**config.mk**
```make
export PLATFORM = sky130hd
export DESIGN_NAME = epoch_seconds_to_calendar_top_flat
export DESIGN_NICKNAME = d
export VERILOG_FILES = /design/src/rtl/core/e2c_pkg.sv /design/src/rtl/core/e2c_in_if.sv /design/src/rtl/core/e2c_out_if.sv /design/src/rtl/core/epoch_seconds_to_calendar_top.sv /design/src/flat_wrapper.sv
export SDC_FILE = /design/constraint.sdc
export NUM_CORES = 2
export LEC_CHECK = 0
export ABC_CLOCK_PERIOD_IN_PS = 18900
export BUFFER_PORTS_ARGS = -buffer_cell sky130_fd_sc_hd__buf_2
export CAP_MARGIN = 20
export CORE_MARGIN = 10
export CORE_UTILIZATION = 55
export DETAILED_ROUTE_END_ITERATION = 6
export MAX_ROUTING_LAYER = met4
export PLACE_DENSITY = 0.72
export SETUP_SLACK_MARGIN = 0.5
export SLEW_MARGIN = 20
export SYNTH_ARGS = -nofsm -noshare
export SYNTH_HDL_FRONTEND = slang
export SYNTH_SLANG_ARGS = --single-unit
```
**constraint.sdc**
```tcl
create_clock -name clk -period 18.9 [get_ports clk]
set_input_delay 3.78 -clock clk [delete_from_list [all_inputs] [get_ports clk]]
set_output_delay 3.78 -clock clk [all_outputs]
set_load 0.1 [all_outputs]
```
**src/rtl/core/e2c_pkg.sv**
```systemverilog
// ----------------------------------------------------------------------------
// e2c_pkg
// Types, constants and calendar helpers for the epoch-seconds to calendar
// converter.
// ----------------------------------------------------------------------------
package e2c_pkg;

  localparam int unsigned SecsW  = 32;
  localparam int unsigned YearW  = 12;
  localparam int unsigned MonthW = 4;
  localparam int unsigned DayW   = 5;
  localparam int unsigned HourW  = 5;
  localparam int unsigned MinW   = 6;
  localparam int unsigned SecW   = 6;

  localparam int unsigned NumMonths = 12;

  localparam logic [YearW-1:0] EpochYear = 12'd1970;

  // 86400 = 675 << 7, divide by 675 through a reciprocal
  localparam logic [9:0]  DayDivLo  = 10'd675;
  localparam logic [25:0] DayRecip  = 26'd50903316;
  // days / 365 estimate, off by at most one year either way
  localparam logic [15:0] YearRecip = 16'd45964;
  // 3600 = 225 << 4
  localparam logic [7:0]  HourDivLo = 8'd225;
  localparam logic [8:0]  HourRecip = 9'd291;
  // 60 = 15 << 2
  localparam logic [3:0]  MinDivLo  = 4'd15;
  localparam logic [10:0] MinRecip  = 11'd1092;

  // year 2100 is the only skipped century in range
  localparam logic [7:0] CenturyIdx = 8'd130;

  typedef logic [15:0] day_cnt_t;
  typedef logic [8:0]  doy_t;
  typedef logic [7:0]  yidx_t;
  typedef logic [3:0]  mon_idx_t;

  // days from the epoch to january 1 of year EpochYear + i
  function automatic day_cnt_t year_start(input yidx_t i);
    logic [8:0] ip1;
    day_cnt_t   r;
    ip1 = {1'b0, i} + 9'd1;
    r   = 16'(i) * 16'd365 + 16'(ip1[8:2]) - ((i > CenturyIdx) ? 16'd1 : 16'd0);
    return r;
  endfunction

  function automatic logic is_leap(input yidx_t i);
    return (i[1:0] == 2'd2) && (i != CenturyIdx);
  endfunction

  // cumulative day count at the end of month m, zero based
  function automatic doy_t month_end(input mon_idx_t m, input logic leap);
    doy_t r;
    case (m)
      4'd0:    r = 9'd31;
      4'd1:    r = leap ? 9'd60  : 9'd59;
      4'd2:    r = leap ? 9'd91  : 9'd90;
      4'd3:    r = leap ? 9'd121 : 9'd120;
      4'd4:    r = leap ? 9'd152 : 9'd151;
      4'd5:    r = leap ? 9'd182 : 9'd181;
      4'd6:    r = leap ? 9'd213 : 9'd212;
      4'd7:    r = leap ? 9'd244 : 9'd243;
      4'd8:    r = leap ? 9'd274 : 9'd273;
      4'd9:    r = leap ? 9'd305 : 9'd304;
      4'd10:   r = leap ? 9'd335 : 9'd334;
      4'd11:   r = leap ? 9'd366 : 9'd365;
      default: r = 9'd366;
    endcase
    return r;
  endfunction

  // day of year at which month m begins
  function automatic doy_t month_start(input mon_idx_t m, input logic leap);
    doy_t r;
    if (m == 4'd0) begin
      r = 9'd0;
    end else begin
      r = month_end(m - 4'd1, leap);
    end
    return r;
  endfunction

endpackage

```
**src/rtl/core/e2c_in_if.sv**
```systemverilog
// ----------------------------------------------------------------------------
// e2c_in_if
// Input channel: one epoch second count per transfer.
// ----------------------------------------------------------------------------
interface e2c_in_if;
  import e2c_pkg::*;

  logic             valid;
  logic             ready;
  logic [SecsW-1:0] unix_seconds;

  modport source (output valid, output unix_seconds, input ready);
  modport sink   (input valid, input unix_seconds, output ready);
endinterface

```
**src/rtl/core/e2c_out_if.sv**
```systemverilog
// ----------------------------------------------------------------------------
// e2c_out_if
// Result channel: one calendar date and time of day per transfer.
// ----------------------------------------------------------------------------
interface e2c_out_if;
  import e2c_pkg::*;

  logic              valid;
  logic              ready;
  logic [YearW-1:0]  year;
  logic [MonthW-1:0] month;
  logic [DayW-1:0]   day;
  logic [HourW-1:0]  hour;
  logic [MinW-1:0]   minute;
  logic [SecW-1:0]   second;

  modport source (output valid, output year, output month, output day, output hour,
                  output minute, output second, input ready);
  modport sink   (input valid, input year, input month, input day, input hour,
                  input minute, input second, output ready);
endinterface

```
**src/rtl/core/epoch_seconds_to_calendar_top.sv**
```systemverilog
// ----------------------------------------------------------------------------
// epoch_seconds_to_calendar_top
// Unix seconds to gregorian year, month, day, hour, minute and second.
// ----------------------------------------------------------------------------
// Eight-stage pipeline: a count of seconds can enter on every clock, one
// transfer per clock sustained while the output is not stalled. The whole pipe
// advances only when the output register is empty or being taken, so a stall
// on the result side holds every stage and the input ready falls with it.
// Divisions by 86400, 3600 and 60 use constant reciprocals with a single
// correction step; a /365 reciprocal estimate plus a closed-form year-start
// table gives the year, a parallel compare against the month ends the month.
module epoch_seconds_to_calendar_top (
  input  logic        clk,
  input  logic        rst_n,
  e2c_in_if.sink      in_ch,
  e2c_out_if.source   out_ch
);
  import e2c_pkg::*;

  logic       pipe_en;
  logic [7:0] vld_r, vld_nxt;

  // stage 1
  logic [24:0] s1_x_r, s1_x_nxt;
  logic [6:0]  s1_lo_r, s1_lo_nxt;
  logic [50:0] s1_prod_r, s1_prod_nxt;
  // stage 2
  logic [15:0] s2_q0_r, s2_q0_nxt;
  logic [25:0] s2_t_r, s2_t_nxt;
  logic [24:0] s2_x_r, s2_x_nxt;
  logic [6:0]  s2_lo_r, s2_lo_nxt;
  // stage 3
  logic [24:0] s3_diff;
  logic        s3_ge;
  logic [24:0] s3_rr;
  day_cnt_t    s3_days_r, s3_days_nxt;
  logic [16:0] s3_sod_r, s3_sod_nxt;
  // stage 4
  logic [31:0] s4_yprod_r, s4_yprod_nxt;
  day_cnt_t    s4_days_r, s4_days_nxt;
  logic [21:0] s4_hprod_r, s4_hprod_nxt;
  logic [16:0] s4_sod_r, s4_sod_nxt;
  // stage 5
  yidx_t       s5_e_r, s5_e_nxt;
  day_cnt_t    s5_ym1_r, s5_ym1_nxt;
  day_cnt_t    s5_y0_r, s5_y0_nxt;
  day_cnt_t    s5_y1_r, s5_y1_nxt;
  day_cnt_t    s5_days_r, s5_days_nxt;
  logic [4:0]  s5_h0_r, s5_h0_nxt;
  logic [12:0] s5_ht_r, s5_ht_nxt;
  logic [12:0] s5_hx_r, s5_hx_nxt;
  logic [3:0]  s5_hlo_r, s5_hlo_nxt;
  // stage 6
  day_cnt_t    s6_base;
  logic [12:0] s6_hdiff;
  logic        s6_hge;
  logic [12:0] s6_hrr;
  yidx_t       s6_n_r, s6_n_nxt;
  doy_t        s6_doy_r, s6_doy_nxt;
  logic        s6_leap_r, s6_leap_nxt;
  logic [4:0]  s6_hour_r, s6_hour_nxt;
  logic [11:0] s6_soh_r, s6_soh_nxt;
  // stage 7
  mon_idx_t    s7_mon_r, s7_mon_nxt;
  doy_t        s7_doy_r, s7_doy_nxt;
  logic        s7_leap_r, s7_leap_nxt;
  yidx_t       s7_n_r, s7_n_nxt;
  logic [4:0]  s7_hour_r, s7_hour_nxt;
  logic [9:0]  s7_my_r, s7_my_nxt;
  logic [20:0] s7_mprod_r, s7_mprod_nxt;
  logic [1:0]  s7_slo_r, s7_slo_nxt;
  // output stage
  logic [5:0]        s8_m0;
  logic [9:0]        s8_mdiff;
  logic              s8_mge;
  logic [9:0]        s8_mrr;
  doy_t              s8_dom;
  logic [YearW-1:0]  o_year_r, o_year_nxt;
  logic [MonthW-1:0] o_month_r, o_month_nxt;
  logic [DayW-1:0]   o_day_r, o_day_nxt;
  logic [HourW-1:0]  o_hour_r, o_hour_nxt;
  logic [MinW-1:0]   o_minute_r, o_minute_nxt;
  logic [SecW-1:0]   o_second_r, o_second_nxt;

  assign pipe_en     = !vld_r[7] || out_ch.ready;
  assign in_ch.ready = pipe_en;
  assign vld_nxt     = {vld_r[6:0], in_ch.valid};

  // stage 1: split off the low seven bits, reciprocal product for /675
  always_comb begin
    s1_x_nxt    = in_ch.unix_seconds[31:7];
    s1_lo_nxt   = in_ch.unix_seconds[6:0];
    s1_prod_nxt = 51'(s1_x_nxt) * 51'(DayRecip);
  end

  // stage 2: day estimate and its back product
  always_comb begin
    s2_q0_nxt = s1_prod_r[50:35];
    s2_t_nxt  = 26'(s2_q0_nxt) * 26'(DayDivLo);
    s2_x_nxt  = s1_x_r;
    s2_lo_nxt = s1_lo_r;
  end

  // stage 3: correct day count, seconds of day
  always_comb begin
    s3_diff     = s2_x_r - 25'(s2_t_r);
    s3_ge       = s3_diff >= 25'(DayDivLo);
    s3_rr       = s3_ge ? (s3_diff - 25'(DayDivLo)) : s3_diff;
    s3_days_nxt = s2_q0_r + 16'(s3_ge);
    s3_sod_nxt  = {s3_rr[9:0], s2_lo_r};
  end

  // stage 4: year and hour reciprocal products
  always_comb begin
    s4_yprod_nxt = 32'(s3_days_r) * 32'(YearRecip);
    s4_days_nxt  = s3_days_r;
    s4_hprod_nxt = 22'(s3_sod_r[16:4]) * 22'(HourRecip);
    s4_sod_nxt   = s3_sod_r;
  end

  // stage 5: year starts around the estimate, hour back product
  always_comb begin
    s5_e_nxt    = s4_yprod_r[31:24];
    s5_ym1_nxt  = year_start(s5_e_nxt - 8'd1);
    s5_y0_nxt   = year_start(s5_e_nxt);
    s5_y1_nxt   = year_start(s5_e_nxt + 8'd1);
    s5_days_nxt = s4_days_r;
    s5_h0_nxt   = s4_hprod_r[20:16];
    s5_ht_nxt   = 13'(s5_h0_nxt) * 13'(HourDivLo);
    s5_hx_nxt   = s4_sod_r[16:4];
    s5_hlo_nxt  = s4_sod_r[3:0];
  end

  // stage 6: pick the year, day of year, correct hour
  always_comb begin
    if (s5_days_r < s5_y0_r) begin
      s6_n_nxt = s5_e_r - 8'd1;
      s6_base  = s5_ym1_r;
    end else if (s5_days_r >= s5_y1_r) begin
      s6_n_nxt = s5_e_r + 8'd1;
      s6_base  = s5_y1_r;
    end else begin
      s6_n_nxt = s5_e_r;
      s6_base  = s5_y0_r;
    end
    s6_doy_nxt  = 9'(s5_days_r - s6_base);
    s6_leap_nxt = is_leap(s6_n_nxt);
    s6_hdiff    = s5_hx_r - s5_ht_r;
    s6_hge      = s6_hdiff >= 13'(HourDivLo);
    s6_hrr      = s6_hge ? (s6_hdiff - 13'(HourDivLo)) : s6_hdiff;
    s6_hour_nxt = s5_h0_r + 5'(s6_hge);
    s6_soh_nxt  = {s6_hrr[7:0], s5_hlo_r};
  end

  // stage 7: month by parallel compare, minute reciprocal product
  always_comb begin
    s7_mon_nxt = '0;
    for (int i = 0; i < NumMonths - 1; i++) begin
      if (s6_doy_r >= month_end(4'(i), s6_leap_r)) begin
        s7_mon_nxt = s7_mon_nxt + 4'd1;
      end
    end
    s7_doy_nxt   = s6_doy_r;
    s7_leap_nxt  = s6_leap_r;
    s7_n_nxt     = s6_n_r;
    s7_hour_nxt  = s6_hour_r;
    s7_my_nxt    = s6_soh_r[11:2];
    s7_mprod_nxt = 21'(s7_my_nxt) * 21'(MinRecip);
    s7_slo_nxt   = s6_soh_r[1:0];
  end

  // output stage: correct the minute, assemble the date and time of day
  always_comb begin
    s8_m0        = s7_mprod_r[19:14];
    s8_mdiff     = s7_my_r - 10'(s8_m0) * 10'(MinDivLo);
    s8_mge       = s8_mdiff >= 10'(MinDivLo);
    s8_mrr       = s8_mge ? (s8_mdiff - 10'(MinDivLo)) : s8_mdiff;
    s8_dom       = s7_doy_r - month_start(s7_mon_r, s7_leap_r) + 9'd1;
    o_year_nxt   = EpochYear + 12'(s7_n_r);
    o_month_nxt  = s7_mon_r + 4'd1;
    o_day_nxt    = s8_dom[4:0];
    o_hour_nxt   = s7_hour_r;
    o_minute_nxt = s8_m0 + 6'(s8_mge);
    o_second_nxt = {s8_mrr[3:0], s7_slo_r};
  end

  always_ff @(posedge clk) begin
    if (!rst_n) begin
      vld_r <= '0;
    end else if (pipe_en) begin
      vld_r <= vld_nxt;
    end
  end

  always_ff @(posedge clk) begin
    if (pipe_en) begin
      s1_x_r      <= s1_x_nxt;
      s1_lo_r     <= s1_lo_nxt;
      s1_prod_r   <= s1_prod_nxt;
      s2_q0_r     <= s2_q0_nxt;
      s2_t_r      <= s2_t_nxt;
      s2_x_r      <= s2_x_nxt;
      s2_lo_r     <= s2_lo_nxt;
      s3_days_r   <= s3_days_nxt;
      s3_sod_r    <= s3_sod_nxt;
      s4_yprod_r  <= s4_yprod_nxt;
      s4_days_r   <= s4_days_nxt;
      s4_hprod_r  <= s4_hprod_nxt;
      s4_sod_r    <= s4_sod_nxt;
      s5_e_r      <= s5_e_nxt;
      s5_ym1_r    <= s5_ym1_nxt;
      s5_y0_r     <= s5_y0_nxt;
      s5_y1_r     <= s5_y1_nxt;
      s5_days_r   <= s5_days_nxt;
      s5_h0_r     <= s5_h0_nxt;
      s5_ht_r     <= s5_ht_nxt;
      s5_hx_r     <= s5_hx_nxt;
      s5_hlo_r    <= s5_hlo_nxt;
      s6_n_r      <= s6_n_nxt;
      s6_doy_r    <= s6_doy_nxt;
      s6_leap_r   <= s6_leap_nxt;
      s6_hour_r   <= s6_hour_nxt;
      s6_soh_r    <= s6_soh_nxt;
      s7_mon_r    <= s7_mon_nxt;
      s7_doy_r    <= s7_doy_nxt;
      s7_leap_r   <= s7_leap_nxt;
      s7_n_r      <= s7_n_nxt;
      s7_hour_r   <= s7_hour_nxt;
      s7_my_r     <= s7_my_nxt;
      s7_mprod_r  <= s7_mprod_nxt;
      s7_slo_r    <= s7_slo_nxt;
      o_year_r    <= o_year_nxt;
      o_month_r   <= o_month_nxt;
      o_day_r     <= o_day_nxt;
      o_hour_r    <= o_hour_nxt;
      o_minute_r  <= o_minute_nxt;
      o_second_r  <= o_second_nxt;
    end
  end

  assign out_ch.valid  = vld_r[7];
  assign out_ch.year   = o_year_r;
  assign out_ch.month  = o_month_r;
  assign out_ch.day    = o_day_r;
  assign out_ch.hour   = o_hour_r;
  assign out_ch.minute = o_minute_r;
  assign out_ch.second = o_second_r;

`ifndef SYNTHESIS
  a_date_range: assert property (@(posedge clk) disable iff (!rst_n)
    out_ch.valid |-> (out_ch.month >= 4'd1 && out_ch.month <= 4'd12 &&
                      out_ch.day >= 5'd1 && out_ch.year >= EpochYear))
    else $error("calendar date out of range");

  a_time_range: assert property (@(posedge clk) disable iff (!rst_n)
    out_ch.valid |-> (out_ch.hour < 5'd24 && out_ch.minute < 6'd60 &&
                      out_ch.second < 6'd60))
    else $error("time of day out of range");

  a_year_pick: assert property (@(posedge clk) disable iff (!rst_n)
    vld_r[4] |-> ((s5_e_r == '0 || s5_days_r >= s5_ym1_r) &&
                  s5_days_r < year_start(s5_e_r + 8'd2)))
    else $error("year estimate off by more than one");

  a_stall_hold: assert property (@(posedge clk) disable iff (!rst_n)
    (!pipe_en && vld_r[5]) |=> ($stable(s6_doy_r) && $stable(s6_n_r) && vld_r[5]))
    else $error("pipeline stage changed while stalled");

  a_advance: assert property (@(posedge clk) disable iff (!rst_n)
    (pipe_en && vld_r[6]) |=> vld_r[7])
    else $error("item lost between last stages");
`endif

endmodule
```
**src/flat_wrapper.sv**
```systemverilog
// flat-port wrapper written by rule: the top's interface ports become plain ports
module epoch_seconds_to_calendar_top_flat import e2c_pkg::*;
  (clk, rst_n, in_ch_valid, in_ch_unix_seconds, in_ch_ready, out_ch_valid, out_ch_year, out_ch_month, out_ch_day, out_ch_hour, out_ch_minute, out_ch_second, out_ch_ready);
  e2c_in_if in_ch_i ();
  e2c_out_if out_ch_i ();
  input  logic clk;
  input  logic rst_n;
  input wire logic [$bits(in_ch_i.valid)-1:0] in_ch_valid;
  input wire logic [$bits(in_ch_i.unix_seconds)-1:0] in_ch_unix_seconds;
  output wire logic [$bits(in_ch_i.ready)-1:0] in_ch_ready;
  output wire logic [$bits(out_ch_i.valid)-1:0] out_ch_valid;
  output wire logic [$bits(out_ch_i.year)-1:0] out_ch_year;
  output wire logic [$bits(out_ch_i.month)-1:0] out_ch_month;
  output wire logic [$bits(out_ch_i.day)-1:0] out_ch_day;
  output wire logic [$bits(out_ch_i.hour)-1:0] out_ch_hour;
  output wire logic [$bits(out_ch_i.minute)-1:0] out_ch_minute;
  output wire logic [$bits(out_ch_i.second)-1:0] out_ch_second;
  input wire logic [$bits(out_ch_i.ready)-1:0] out_ch_ready;
  assign in_ch_i.valid = in_ch_valid;
  assign in_ch_i.unix_seconds = in_ch_unix_seconds;
  assign in_ch_ready = in_ch_i.ready;
  assign out_ch_valid = out_ch_i.valid;
  assign out_ch_year = out_ch_i.year;
  assign out_ch_month = out_ch_i.month;
  assign out_ch_day = out_ch_i.day;
  assign out_ch_hour = out_ch_i.hour;
  assign out_ch_minute = out_ch_i.minute;
  assign out_ch_second = out_ch_i.second;
  assign out_ch_i.ready = out_ch_ready;
  epoch_seconds_to_calendar_top u_core (.clk(clk), .rst_n(rst_n), .in_ch(in_ch_i), .out_ch(out_ch_i));
endmodule
```
Word level (Yosys, flattened, before mapping)
Cells that the tools add are included.

Bits of input ports: 36. Output and inout port bits: 40. Flip-flop bits (word level): 505. Logic and storage cells: 171.

Reductions and logical operators: 5. $mul: 10. Add/subtract/negate cells: 38. Magnitude comparators: 19. Eq/ne operators: 13. Mux-type cells: 44.

Operators by type and width (count): 5-bit case mux with 12 select lines (1); 4-bit two-way mux (13); 25-bit by 24-bit multiplier with 49-bit output, second input constant (1); 4-bit by 1-bit adder with 4-bit output, second input constant (10); 9-bit by 8-bit greater-or-equal comparator with 1-bit output (4); 16-bit by 7-bit adder with 16-bit output (2); 8-bit by 9-bit multiplier with 16-bit output, second input constant (2); 16-bit subtractor (2); 16-bit by 14-bit multiplier with 30-bit output, second input constant (1); 8-bit by 1-bit adder with 9-bit output, second input constant (3); 9-bit greater-or-equal comparator (3); 25-bit by 10-bit greater-or-equal comparator with 1-bit output, second input constant (1); 16-bit by 10-bit multiplier with 25-bit output, second input constant (1); 25-bit subtractor (1); 8-bit > comparator, second input constant (3); 8-bit two-way mux (3); 13-bit by 9-bit multiplier with 21-bit output, second input constant (1); 9-bit by 7-bit greater-or-equal comparator with 1-bit output (2); 10-bit by 9-bit multiplier with 18-bit output, second input constant (1); 9-bit two-way mux (2); 16-bit by 1-bit adder with 16-bit output (1); 8-bit by 1-bit adder with 8-bit output, second input constant (2); 4-bit by 3-bit == test with 1-bit output, second input constant (4); 4-bit == test, second input constant (4); other kinds (38) (61).

Depth between registers and ports, before layout
Word-level depth: 22. Depth in mapped cells: 35. Mapped depth without buffers: 35.

Worst setup path after synthesis
Ideal clock, no wire load.

Path kind: input port to output port. Start point: input port out_ch_ready. End point: output port in_ch_ready. Path buffers: 1. Data arrival time: 12196 ps. Setup slack: 2924 ps. Required time: 15120 ps. Stages: 3. Cells stage by stage: nor2b_1 clkbuf_1 clkinv_1.

Cells in the longest elaborated chain, start to end: 1.

Ends and longest elaborated chain: start, declared (line flat_wrapper.sv:18) `input wire logic [$bits(out_ch_i.ready)-1:0] out_ch_ready;`; 1-bit logical OR (line epoch_seconds_to_calendar_top.sv:85) `assign pipe_en = !vld_r[7] || out_ch.ready;`; end, declared (line flat_wrapper.sv:10) `output wire logic [$bits(in_ch_i.ready)-1:0] in_ch_ready;`.

Every way passes these cells.

Final worst setup path
Start point: input port in_ch_unix_seconds[13]. End point: register u_core.s1_prod_r[50] (data pin).

Cells in the longest elaborated chain, start to end: 1.

Ends and longest elaborated chain: start, declared (line flat_wrapper.sv:9) `input wire logic [$bits(in_ch_i.unix_seconds)-1:0] in_ch_unix_seconds;`; 25-bit by 24-bit multiplier with 49-bit output (line epoch_seconds_to_calendar_top.sv:93) `s1_prod_nxt = 51'(s1_x_nxt) * 51'(DayRecip);`; net u_core.s1_prod_nxt[50] (line epoch_seconds_to_calendar_top.sv:26) `logic [50:0] s1_prod_r, s1_prod_nxt;`; end signal, assigned (line epoch_seconds_to_calendar_top.sv:199) `s1_prod_r <= s1_prod_nxt;`; end, declared (line epoch_seconds_to_calendar_top.sv:26).

The timed path passes the listed nets, and every way through them passes these cells. A chain may end at the register's enable or synchronous reset.

==> flow_summary.json <==
{
  "status": "completed",
  "worst_setup_path_end_kind": "flip-flop",
  "crit_fanout": 11,
  "synth_nets": 5138,
  "vias": 26795,
  "max_slew_margin": 0.325,
  "grt_max_degree": 166,
  "ys.warnings.count": 0,
  "wirelength_mm": 82.6,
  "gr-usage-all-layers": 0.196,
  "ys_seq_area_frac": 0.290,
  "path_clk_slew_ps": 60,
  "rows": 102,
  "critPathCapture": "u_core.s1_prod_r[50]$_DFFE_PP_",
  "yosys.area.top_type": "edfxtp_1",
  "fin_cells": 5026,
  "crit_path_frequent_cell": "fa_1",
  "nets": 5244,
  "seqCellArea_um2": 12400,
  "core_um2": 77100,
  "synth_compound_area_frac": 0.0799,
  "dr.pass1.iters": 7,
  "crit_arrival_ps": 10110,
  "clockBufferDepth": 3,
  "setup_slack_ps": 9140,
  "grt_pass1_wl_mm": 139,
  "avgSynthCellArea_um2": 11.1,
  "rrSetupSlack_ps": 11850,
  "postCtsHoldBufs": 0,
  "ys_ff_latch": 415,
  "die_height_um": 298,
  "drv_cap": 0,
  "cts.sinks": 415,
  "wl_met2_mm": 40.2,
  "cts_setup_buffers": 0,
  "tritoncts": "built",
  "vias_per_cell": 5.33,
  "post_cts_resized": 0,
  "dp.cells": 4934,
  "drv_slew": 0,
  "period_needed_ps": 9760,
  "r2r_start": "u_core.s4_yprod_r[26]$_DFFE_PP_",
  "r2r_cells": 20,
  "fin_area_um2": 45900,
  "grt-ovfl-total": 0,
  "fin_crit_sh": 0.516,
  "dp_hpwl_mm": 66.0,
  "synthTopCellsByArea": "edfxtp_1 29%, ha_1 26%, fa_1 17%",
  "antenna_found_initial": 1,
  "wl_per_cell_um": 16.4,
  "drcViolationCount": 0,
  "cp.required_ps": 19250,
  "setup_viol": 0,
  "synth_area_um2": 42600,
  "synthDistinctLibCells": 85,
  "max_freq_mhz": 102,
  "synthAdderAreaFrac": 0.435,
  "cts_buffers": 49,
  "top_layer_used": "met4",
  "io_buffers": 75,
  "dieArea_um2": 89000,
  "critPathSlowestCell": "fa_1",
  "criticalPathCategory": "in -> reg",
  "synth-async-reset-ratio": 0,
  "synth-simple-area-share": 0.0603,
  "min_path_type": "reg -> reg",
  "rsz0062_at_grt": "false",
  "startpoint": "in_ch_unix_seconds[13]",
  "clock_latency_ps": 610,
  "synth_edf_count": 407,
  "fillerInstances": 6355,
  "synthMuxAreaShare": 0.00502,
  "synth-xor-area-share": 0.0535,
  "cp-start-kind": "input port",
  "skew_ps": 45.7,
  "multi_input_area_um2": 27000,
  "synth_top_cell_area_share": 0.287,
  "root_buffer": "clkbuf_16",
  "setup_tns_ps": 0,
  "synthCells": 3839,
  "worstReg2RegEnd": "u_core.s5_y1_r[15]$_DFFE_PP_",
  "cp_slowest_stage_delay_ps": 560,
  "drt_iter0_markers": 1319,
  "grt_pass1_vias": 28002,
  "crit_chain": "buf_2 -> fa_1 -> ha_1 -> inv_1 -> fa_1 -> fa_1 -> fa_1 -> inv_1 -> fa_1 -> inv_1 -> fa_1 -> inv_1 -> ha_1 -> nand2_1 -> nor2_1 -> nand2_1 -> nor2_1 -> o211ai_1 -> a31o_2 -> a31oi_1 -> a31oi_1 -> o21ai_0 -> nor4_1 -> or3_1",
  "dr_wl_met3_mm": 3.12,
  "antenna_cells": 0,
  "met1_length_mm": 37.3,
  "place_area_um2": 44300,
  "ioPinCount": 76,
  "h-tree-depth": 2,
  "initial_core_util": 0.553,
  "globalplace.congestion": 0.894,
  "die_x_um": 298,
  "syn_to_final_growth_pct": 7.61,
  "ys.flop_type": "edfxtp_1",
  "drtAntennaViolNets": 0,
  "finalHoldViolCount": 0,
  "place_ws_ps": 8490,
  "worst_pin_slew_ps": 1010,
  "synth_top_family_by_area": "adder cells",
  "final_layout_size_suffix_gt1_frac": 0.0517
}
==> critical path: cells and delay by family <==
kind                       cells  cell delay [ps]
adders and majority gates      8             3560
buffers and inverters          5              400
AOI/OAI and AO/OA              5             1450
and+or+nand+nor                6              900
==> placed cells by master, fill, tap and decap left out, drive strengths merged, types with 67 or more instances in the layout <==
master  instances
a21o           78
a21oi         158
buf            83
edfxtp        407
fa            367
ha            896
inv           830
nand2         119
nor2          132
o21ai          85
xnor2         185
xor2           67
==> registers in the layout (all words and copies together), names as in the netlist, 17 cells and up <==
name and cells:
u_core.s1_x_r 25, u_core.s2_t_r 25, u_core.s2_x_r 25, u_core.s3_sod_r 17, u_core.s4_sod_r 17
==> logic make-up (layout without fill, tap and decap cells) <==
family | count (synthesis) | after routing
AOI/OAI and AO/OA | 522 | 522
xor gates and xnor gates | 254 | 254
adders and majority gates | 1263 | 1263
DFF | 415 | 415
muxes | 20 | 20
buffers and inverters | 856 | 1003
and+or+nand+nor | 509 | 509
==> how the worst min path moves through the flow <==
stage | from | to | slack (ps) | cells after the start
2_1_floorplan | u_core.s6_hour_r[0]$_DFFE_PP_ | u_core.o_hour_nxt[0]$_DFFE_PP_ | 400 | 0
3_3_place_gp | u_core.s1_lo_r[4]$_DFFE_PP_ | u_core.s2_lo_r[4]$_DFFE_PP_ | 400 | 0
3_5_place_dp | u_core.s6_hour_r[2]$_DFFE_PP_ | u_core.o_hour_nxt[2]$_DFFE_PP_ | 400 | 0
4_1_cts | u_core.s1_x_r[3]$_DFFE_PP_ | u_core.s2_x_r[3]$_DFFE_PP_ | 370 | 0
5_1_grt | u_core.s1_x_r[2]$_DFFE_PP_ | u_core.s2_x_r[2]$_DFFE_PP_ | 390 | 0
6_report | u_core.s1_x_r[3]$_DFFE_PP_ | u_core.s2_x_r[3]$_DFFE_PP_ | 390 | 0
==> stage by stage <==
| stage | utilization | hold WS (ps) |
|---|---|---|
| floorplan | - | 400 |
| global placement | 0.574 | 401 |
| detailed placement | 0.574 | 405 |
| CTS | 0.595 | 373 |
| global route | 0.595 | 393 |
| finish | 0.595 | 386 |
==> area by class of cell <==
| class | count | area share |
|---|---|---|
| clock buffers | 53 | 0.0271 |
| repair buffers | 83 | 0.00976 |
| flip-flops and latches | 415 | 0.270 |
| clock inverters | 39 | 0.00769 |
| multi-input cells | 2568 | 0.589 |
| inverters | 828 | 0.0679 |
| well taps | 1040 | 0.0284 |
==> synthesized netlist by cell type (8+ instances only) <==
| cell | instances |
|---|---|
| o211ai_1 | 15 |
| mux2i_1 | 12 |
| o31ai_1 | 9 |
| xor2_1 | 67 |
| a21o_1 | 77 |
| a21boi_0 | 13 |
| nor2_1 | 132 |
| a31oi_1 | 18 |
| o21bai_1 | 45 |
| dfxtp_1 | 8 |
| ha_1 | 896 |
| edfxtp_1 | 407 |
| inv_1 | 827 |
| a31o_2 | 10 |
| o21a_1 | 16 |
| fa_1 | 367 |
| a21oi_1 | 157 |
| nand4_1 | 21 |
| o21ai_0 | 84 |
| xnor2_1 | 183 |
| nand2b_1 | 24 |
| and2_1 | 15 |
| or2_2 | 9 |
| clkbuf_1 | 23 |
| and3_1 | 23 |
| nand2_1 | 119 |
| or3_1 | 10 |
| nand3_1 | 48 |
| nor3_1 | 34 |
| nor2b_1 | 28 |
| a211oi_1 | 13 |
==> metal layers <==
metal,GRT usage,vias to the layer above
met5,-,-
met3,0.0226,118
met4,0.0505,0
met1,0.251,13055
met2,0.328,432
li1,-,13190
Power is left out: the tool's default activity adds up to more than one toggle a clock period on the data nets, which glitch-free logic cannot reach.
